==> src/rtl/pctd_pkg.sv <==
// pctd_pkg: shared types and constants for the prefix code table decoder.
// No dependencies; used by the interfaces, controller, datapath and top level.
`default_nettype none

package pctd_pkg;

    localparam int ACT_W     = 2;
    localparam int SYM_W     = 8;
    localparam int LEN_W     = 6;
    localparam int CODE_W    = 32;
    localparam int BYTE_W    = 8;
    // compare width for accumulated length plus up to eight new bits (max 64 + 8)
    localparam int CMP_LEN_W = 7;

    localparam logic [ACT_W-1:0] ACT_CLEAR = 2'd0;
    localparam logic [ACT_W-1:0] ACT_LOAD  = 2'd1;
    localparam logic [ACT_W-1:0] ACT_DATA  = 2'd2;

    // best-match bit position when nothing matched in a scan
    localparam logic [3:0] NO_MATCH = 4'd8;

    typedef struct packed {
        logic clear;
        logic load;
        logic byte_start;
        logic scan_start;
        logic scan_step;
        logic take_match;
        logic take_none;
        logic flush;
    } t_dp_cmd;

    typedef struct packed {
        logic scan_last;
        logic found;
        logic rem_done;
        logic pend_vld;
        logic out_free;
        logic stuck;
    } t_dp_sts;

endpackage

`default_nettype wire

==> src/rtl/pctd_ctrl.sv <==
// pctd_ctrl: sequencing state machine of the decoder.
// Depends on pctd_pkg (action codes, command and status structs).
`default_nettype none

module pctd_ctrl (
    input  wire logic                        i_clk,
    input  wire logic                        i_rst_n,
    input  wire logic                        i_in_valid,
    input  wire logic [pctd_pkg::ACT_W-1:0]  i_action,
    output logic                             o_in_ready,
    output pctd_pkg::t_dp_cmd                o_cmd,
    input  wire pctd_pkg::t_dp_sts           i_sts
);

    typedef enum logic [1:0] {
        S_IDLE,
        S_SCAN,
        S_EVAL,
        S_FLUSH
    } t_state;

    t_state r_state;
    t_state n_state;
    logic   in_xfer;

    assign o_in_ready = (r_state == S_IDLE);
    assign in_xfer    = i_in_valid && o_in_ready;

    always_comb begin
        n_state = r_state;
        o_cmd   = '0;
        case (r_state)
            S_IDLE: begin
                if (in_xfer) begin
                    case (i_action)
                        pctd_pkg::ACT_CLEAR: o_cmd.clear = 1'b1;
                        pctd_pkg::ACT_LOAD:  o_cmd.load  = 1'b1;
                        pctd_pkg::ACT_DATA: begin
                            if (!i_sts.stuck) begin
                                o_cmd.byte_start = 1'b1;
                                o_cmd.scan_start = 1'b1;
                                n_state          = S_SCAN;
                            end
                        end
                        default: ;
                    endcase
                end
            end
            S_SCAN: begin
                o_cmd.scan_step = 1'b1;
                if (i_sts.scan_last) begin
                    n_state = S_EVAL;
                end
            end
            S_EVAL: begin
                if (i_sts.found) begin
                    // a held symbol moves to the output before the new one is held
                    if (!i_sts.pend_vld || i_sts.out_free) begin
                        o_cmd.take_match = 1'b1;
                        if (i_sts.rem_done) begin
                            n_state = S_FLUSH;
                        end else begin
                            o_cmd.scan_start = 1'b1;
                            n_state          = S_SCAN;
                        end
                    end
                end else begin
                    o_cmd.take_none = 1'b1;
                    n_state         = i_sts.pend_vld ? S_FLUSH : S_IDLE;
                end
            end
            S_FLUSH: begin
                if (i_sts.out_free) begin
                    o_cmd.flush = 1'b1;
                    n_state     = S_IDLE;
                end
            end
            default: n_state = S_IDLE;
        endcase
    end

    always_ff @(posedge i_clk) begin
        if (!i_rst_n) begin
            r_state <= S_IDLE;
        end else begin
            r_state <= n_state;
        end
    end

endmodule

`default_nettype wire

==> config.mk <==
export PLATFORM = sky130hd
export DESIGN_NAME = pctd_ctrl
export DESIGN_NICKNAME = d
export VERILOG_FILES = /design/src/rtl/pctd_pkg.sv /design/src/rtl/pctd_ctrl.sv
export SDC_FILE = /design/constraint.sdc
export NUM_CORES = 1
export LEC_CHECK = 0
export BUFFER_PORTS_ARGS = -buffer_cell sky130_fd_sc_hd__buf_2
export CORE_AREA = 3 3 40 42
export DETAILED_ROUTE_END_ITERATION = 10
export DIE_AREA = 0 0 43 45
export PLACE_DENSITY_LB_ADDON = 0.08
export SLEW_MARGIN = 40
export SYNTH_ARGS = -nofsm -noshare
export SYNTH_HDL_FRONTEND = slang
export SYNTH_SLANG_ARGS = --single-unit
==> constraint.sdc <==
create_clock -name i_clk -period 1.55 [get_ports i_clk]
set_input_delay 0.155 -clock i_clk [delete_from_list [all_inputs] [get_ports i_clk]]
set_output_delay 0.155 -clock i_clk [all_outputs]
set_load 0.02 [all_outputs]
; Word level (Yosys, flattened, before mapping)
; Index checks and enable logic that the tools add are counted.
[op_classes]
add_sub_neg = 0
multipliers = 0
n_div = 0
order_cmp = 0
n_eq_ne = 11
n_shift = 0
n_mux = 27
n_bitwise = 0
n_reduce_logical = 6
[op_table]
columns = cell, count
row1 = two-way mux 2 bit, 12
row2 = two-way mux 1 bit, 11
row3 = case mux 2 bit (4 select lines), 1
row4 = "equality test 2 bit, second input constant", 3
row5 = "inequality test 2 bit, second input constant", 3
row6 = AND reduction 6 bit, 1
row7 = "equality test 2 x 1 -> 1 bit, second input constant", 2
row8 = logical NOT 2 bit, 2
row9 = two-way mux 4 bit, 1
row10 = "inequality test 2 x 1 -> 1 bit, second input constant", 2
row11 = two-way mux 3 bit, 1
row12 = "inequality test 3 bit, second input constant", 1
row13 = case mux 1 bit (2 select lines), 1
row14 = logical AND 1 bit, 1
row15 = logical NOT 1 bit, 1
row16 = logical OR 1 bit, 1
[totals]
ff_bits = 2
latch_bits = 0
mem_bits_rw = 0
romBits = 0
inputBits = 11
out_inout_bits = 9
elab_cells = 45
mem_count = 0

; Logic depth before layout (Yosys ltp)
; Gate-level depths: netlist (run 1).
[logic_depth]
word_depth = 5
ltp_mapped = 4
depth_no_buf = 4

; Worst setup path after synthesis (run 1)
; Ideal clock, no wire load.
[synth_path]
path_type = register -> output
from = register r_state[1]
to = output port o_cmd[6] (netlist bit)
arrival_ns = 1.396
required_ns = 1.395
path_slack_ns = -0.001
stages_incl_launch_ff = 4
n_path_buf = 0
path_cell_list = dfxtp_1 -> nor2_1 -> nand2_1 -> nor3b_1
[synth_lines]
columns = element, line
row1 = "start, declared", pctd_ctrl.sv:22  ; t_state r_state;
row2 = "start signal, assigned", pctd_ctrl.sv:86  ; r_state <= n_state;
row3 = "end, declared", pctd_ctrl.sv:11  ; output pctd_pkg::t_dp_cmd o_cmd,

==> results of run 1 <==
-- layout by cell type, fill, tap and decap left out, drive strengths merged --
cell / count
nor2: 5
o21ai: 1
o41ai: 1
dfxtp: 2
nor3: 2
buf: 19
o31a: 1
clkbuf: 3
a21oi: 2
and2: 1
mux2i: 1
nor3b: 1
a21boi: 1
nor2b: 1
nand4: 1
inv: 2
mux2: 1
nand2b: 3
and3: 1
nand2: 2
-- metrics by stage --
step | setup WS (ns) | hold slack (ns)
floorplan | 0.0608 | 0.283
global placement | 0.314 | 0.418
detailed placement | 0.301 | 0.405
CTS | 0.0643 | 0.172
global route | 0.0322 | 0.171
finish | 0.164 | 0.173
-- layout make-up --
| cell class | instances | area, um2 |
|---|---|---|
| Fill cell | 151 | 936 |
| Clock buffer | 3 | 22.5 |
| Tap cell | 15 | 18.8 |
| Timing Repair Buffer | 19 | 95.1 |
| Sequential cell | 2 | 41.3 |
| Inverter | 2 | 7.51 |
| Multi-Input combinational cell | 25 | 164 |
-- worst paths after layout --
path,start,endpoint,cells past startpoint
setup / recovery,r_state[1],o_cmd[4],3
hold / removal,i_rst_n,r_state[1],2
setup reg to reg,r_state[0],r_state[1],3
hold reg to reg,r_state[0],r_state[0],2
-- logic make-up after synthesis --
family	synth area share
compound gates	0.196
buf+inv	0.0368
mux	0.104
flops	0.196
simple gates	0.466
-- power by group through the flow --
stage	logic (mW)	registers (mW)	clock network [mW]
after detailed placement	0.0519	0.0559	0
final	0.0517	0.0555	0.115
after CTS	0.0522	0.0552	0.123
after floorplan	0.0264	0.0553	0
after global routing	0.0577	0.0558	0.135
after global placement	0.0518	0.0559	0
-- routing by layer --
layer,vias to the layer above,part of all wire
met3,0,0.11
li1,148,-
met2,13,0.48
met1,125,0.41
met5,-,0
met4,0,0
-- worst max-delay path: stages (launching register included) --
cell and delay [ns]:
dfxtp_2 0.37, inv_1 0.08, o41ai_1 0.33, buf_2 0.22
-- repair_timing --
action / in CTS / in global routing
gates resized for setup: 0 / 2
hold endpoints to repair: 0 / 0
endpoints found under the setup margin: 0 / 1
==> flow_summary_export.csv, run 1 <==
group,metric,value,unit
worst_setup_path,worstPathMaxFanout,5,
die,die_area,1940,um2
place,port_buffers,19,
final_layout,layout-drive-gt1-share,0.529,
die,initial_core_util,0.159,
clock_tree,post-cts-setup-buffer-count,0,
final_layout,utilization,0.272,
final_layout,n_antenna_cell,0,
global_routing,grt_use_met2,0.123,
pwr,sw_frac_of_total,0.267,
global_routing,antenna_found_initial,0,
yosys,ys_warn_count,0,
pwr,p_clk_frac,0.518,
worst_setup_path,crit_type,"flip-flop to primary output",
timing,fmax,0.721,GHz
final_layout,syn_to_final_growth,71.2,%
pwr,p_comb_frac,0.232,
worst_hold_path,hold_class,"primary input to flip-flop",
pwr,p_per_area,638,nW/um2
route,routed_wl,656,um
final_layout,reg_top3,"r_state: 2 flops",
route,post-route-drc-count,0,
worst_setup_path,endpoint_kind,"primary output",
yosys,synth_most_common_cell,"nor2_1",
run_status,outcome,"finished, final reports clean",
timing,finClkSkew,0.000306,ns
route,ant_nets,0,
timing,final_max_slew_viol_count,0,
final_layout,fin_cells,66,
worst_setup_path,critPathArrivalTime,1.23,ns
final_layout,fin_area,349,um2
die,die_w,43,um
timing,period_needed,1.39,ns
route,viasPerCell,4.33,
yosys,synth_edf_count,0,
timing,hold_viol_final,0,
yosys,synthCells,29,
pwr,p_leak,0.185,nW
route,wl_per_cell,9.94,um
route,via_count,286,
clock_tree,cts_buffer_depth,2,
place,dpl.cell_count,63,
global_routing,grt_pass1_vias,303,
die,ios,20,
pwr,p_total,223,uW
clock_tree,cts_tree,"built",
clock_tree,clkSinkCount,2,
pwr,seqPwrFrac,0.249,
final_layout,nets,64,
yosys,synth.top_cell.area_share,0.196,
clock_tree,numCtsBuffers,3,
global_routing,busiest_layer,"met2",
global_routing,grtUsageMet1,0.0887,
clock_tree,insertion_delay,0.22,ns
clock_tree,ctsHoldBuffers,0,
global_routing,grtUsageMet3,0.0518,
worst_setup_path,worstSetupStartpointType,"flip-flop",
worst_setup_path,required,1.39,ns
pwr,p_int,163,uW
yosys,ys.flop_type,"dfxtp_1",
yosys,synth-seq-area-share,0.196,
pwr,switchingPower,59.5,uW
timing,setup_viol_count_final,0,
timing,rsz0062_at_grt,"false",
yosys,synth-async-reset-ratio,0,
clock_tree,htree_levels,1,
pwr,irDropWorstVdd,0.269,mV
yosys,ys_ff_latch,2,
place,place_area,323,um2
worst_setup_path,reg2reg_slack,0.44,ns
timing,tightest_slew,0.267,ns
route,drt_first_iter_violations,5,
global_routing,grt_pass1_wl,1190,um
die,coreArea,1280,um2
global_routing,track_usage,0.0831,
final_layout,largest_reg_flops,2,
yosys,synthTopCellsByCount,"5 x nor2_1, 3 x nand2b_1",
timing,tns,0,ns
yosys,post_synth_num_cell_types,18,
yosys,synth_area_per_cell,7.03,um2
clock_tree,clk_pin_slew,0.03,ns
yosys,syn_nets,40,
timing,slew_headroom,0.822,
run,drv_cap,0,
final_layout,regMostFlops,"r_state",
yosys,synthTopCellsByArea,"dfxtp_1 20%, nand2b_1 9.2%, nor2_1 9.2%",
place,routabilityCongestion,0.663,
die,row_count,13,
die,fp.dieH,45,um
yosys,netlist_area,204,um2
timing,fin_crit_sh,0.894,
global_routing,overflow,0,
global_routing,grt_max_degree,9,
route,firstDrtPassIters,2,
clock_tree,clockRootBuffer,"clkbuf_4",
yosys,yosysTopAreaCell,"dfxtp_1",
Power figures use the tool's default switching activity.
==> inputs of run 2 (changes only) <==
--- a/config.mk
+++ b/config.mk
@@ -6,10 +6,11 @@
 export NUM_CORES = 1
 export LEC_CHECK = 0
 export BUFFER_PORTS_ARGS = -buffer_cell sky130_fd_sc_hd__buf_2
-export CORE_AREA = 3 3 40 42
+export CORE_AREA = 5 5 42 44
 export DETAILED_ROUTE_END_ITERATION = 10
-export DIE_AREA = 0 0 43 45
+export DIE_AREA = 0 0 47 49
 export PLACE_DENSITY_LB_ADDON = 0.08
+export REMOVE_ABC_BUFFERS = 1
 export SLEW_MARGIN = 40
 export SYNTH_ARGS = -nofsm -noshare
 export SYNTH_HDL_FRONTEND = slang
==> flow_summary_export.csv, run 2 (synthesis results as in run 1) <==
group,metric,value,unit
timing,fin_ws,0.136,ns
final_layout,n_antenna_cell,0,
route,routed_wl,697,um
global_routing,grt_pass1_wl,1100,um
worst_setup_path,critPathLaunch,"r_state[0]",
die,ios,20,
route,drt_first_iter_violations,5,
route,ant_nets,0,
final_layout,regMostFlops,"r_state",
worst_setup_path,path_cells,"nor2_1, nand4_1, o41ai_1, buf_2",
worst_setup_path,endpoint_kind,"primary output",
pwr,irDropWorstVdd,0.170,mV
timing,period_needed,1.41,ns
timing,fmax,0.707,GHz
pwr,p_total,219,uW
final_layout,largest_reg_flops,2,
place,routabilityCongestion,0.685,
final_layout,syn_to_final_growth,68.1,%
worst_setup_path,worstPathMaxFanout,8,
final_layout,reg_top3,"r_state: 2 flops",
clock_tree,clkSinkCount,2,
run,drv_cap,0,
die,row_count,14,
die,die_area,2300,um2
place,port_buffers,19,
timing,slew_headroom,0.835,
global_routing,antenna_found_initial,0,
route,viasPerCell,4.24,
worst_hold_path,hp-start,"i_rst_n",
clock_tree,insertion_delay,0.22,ns
clock_tree,htree_levels,1,
worst_setup_path,crit_slowest_cell,"dfxtp_1",
final_layout,utilization,0.245,
timing,final_max_slew_viol_count,0,
clock_tree,clk_pin_slew,0.03,ns
worst_setup_path,required,1.39,ns
global_routing,grt_pass1_vias,309,
route,post-route-drc-count,0,
global_routing,grt_max_degree,9,
worst_setup_path,critPathMaxStageDelay,0.35,ns
worst_setup_path,r2r_start,"r_state[0]",
clock_tree,cts_buffer_depth,2,
timing,rsz0062_at_grt,"false",
die,die_w,47,um
worst_setup_path,worstSetupStartpointType,"flip-flop",
final_layout,final_cell_mix,"19 x buf_2, 5 x nor2_1, 3 x nand2b_1, 3 x clkbuf_4",
timing,setup_viol_count_final,0,
global_routing,overflow,0,
route,via_count,284,
route,firstDrtPassIters,4,
die,fp.dieH,49,um
clock_tree,numCtsBuffers,3,
die,initial_core_util,0.146,
timing,fin_crit_sh,0.912,
final_layout,final_common_cell,"buf_2",
final_layout,nets,64,
pwr,p_leak,0.182,nW
route,wl_per_cell,10.4,um
clock_tree,clockRootBuffer,"clkbuf_4",
clock_tree,post-cts-setup-buffer-count,0,
worst_hold_path,hold_class,"primary input to flip-flop",
timing,finClkSkew,0.000291,ns
timing,hold_viol_final,0,
timing,tns,0,ns
die,coreArea,1400,um2
global_routing,track_usage,0.0682,
timing,hold_slack,0.167,ns
worst_setup_path,crit_type,"flip-flop to primary output",
place,pre_cts_ws,0.284,ns
pwr,p_per_area,639,nW/um2
worst_setup_path,critPathArrivalTime,1.26,ns
run_status,outcome,"finished, final reports clean",
clock_tree,cts_tree,"built",
final_layout,layout-drive-gt1-share,0.490,
timing,tightest_slew,0.245,ns
==> run 2: per-stage QoR <==
stage / std cells / instance area (um2)
floorplan: 29 / 204
CTS: 67 / 342
finish: 67 / 343
global route: 67 / 343
global placement: 64 / 319
detailed placement: 64 / 319
==> run 2: power by group <==
part / internal, mW / switching, mW
Sequential: 0.0532 / 0.00205
Combinational: 0.0238 / 0.0270
Clock: 0.0852 / 0.0276
Total: 0.162 / 0.0567
==> run 2: critical path: cells and delay by family, from the launching register on <==
family / cells / cell delay (ns)
buffers and inverters: 1 / 0.22
and+or+nand+nor: 2 / 0.37
DFF: 1 / 0.35
AOI/OAI and AO/OA: 1 / 0.10
==> run 2: layout make-up <==
class,count,area [um2]
sequential,2,41.3
multi-input combinational,25,156
tap,16,20.0
clock buffer,3,22.5
inverter,2,7.51
fill,178,1060
timing repair buffer,19,95.1
==> run 2: worst paths after layout <==
kind                end  slack (ns)  cells after the start
max reg2reg  r_state[1]        0.50                      3
min          r_state[1]        0.17                      2
max            o_cmd[4]        0.14                      4
min reg2reg  r_state[0]        0.65                      2
==> run 2: timing repair <==
item | CTS | global route
resized for setup | 0 | 1
hold buffers | 0 | 0
endpoints found under the setup margin | 0 | 1
==> run 2: routing by layer <==
layer  track usage  part of all wire  up-vias
met4        0.0553                 0        0
met1        0.0700              0.40      122
met2        0.0973              0.47       13
li1              -                 -      149
met5             0                 0        -
met3        0.0369              0.12        0
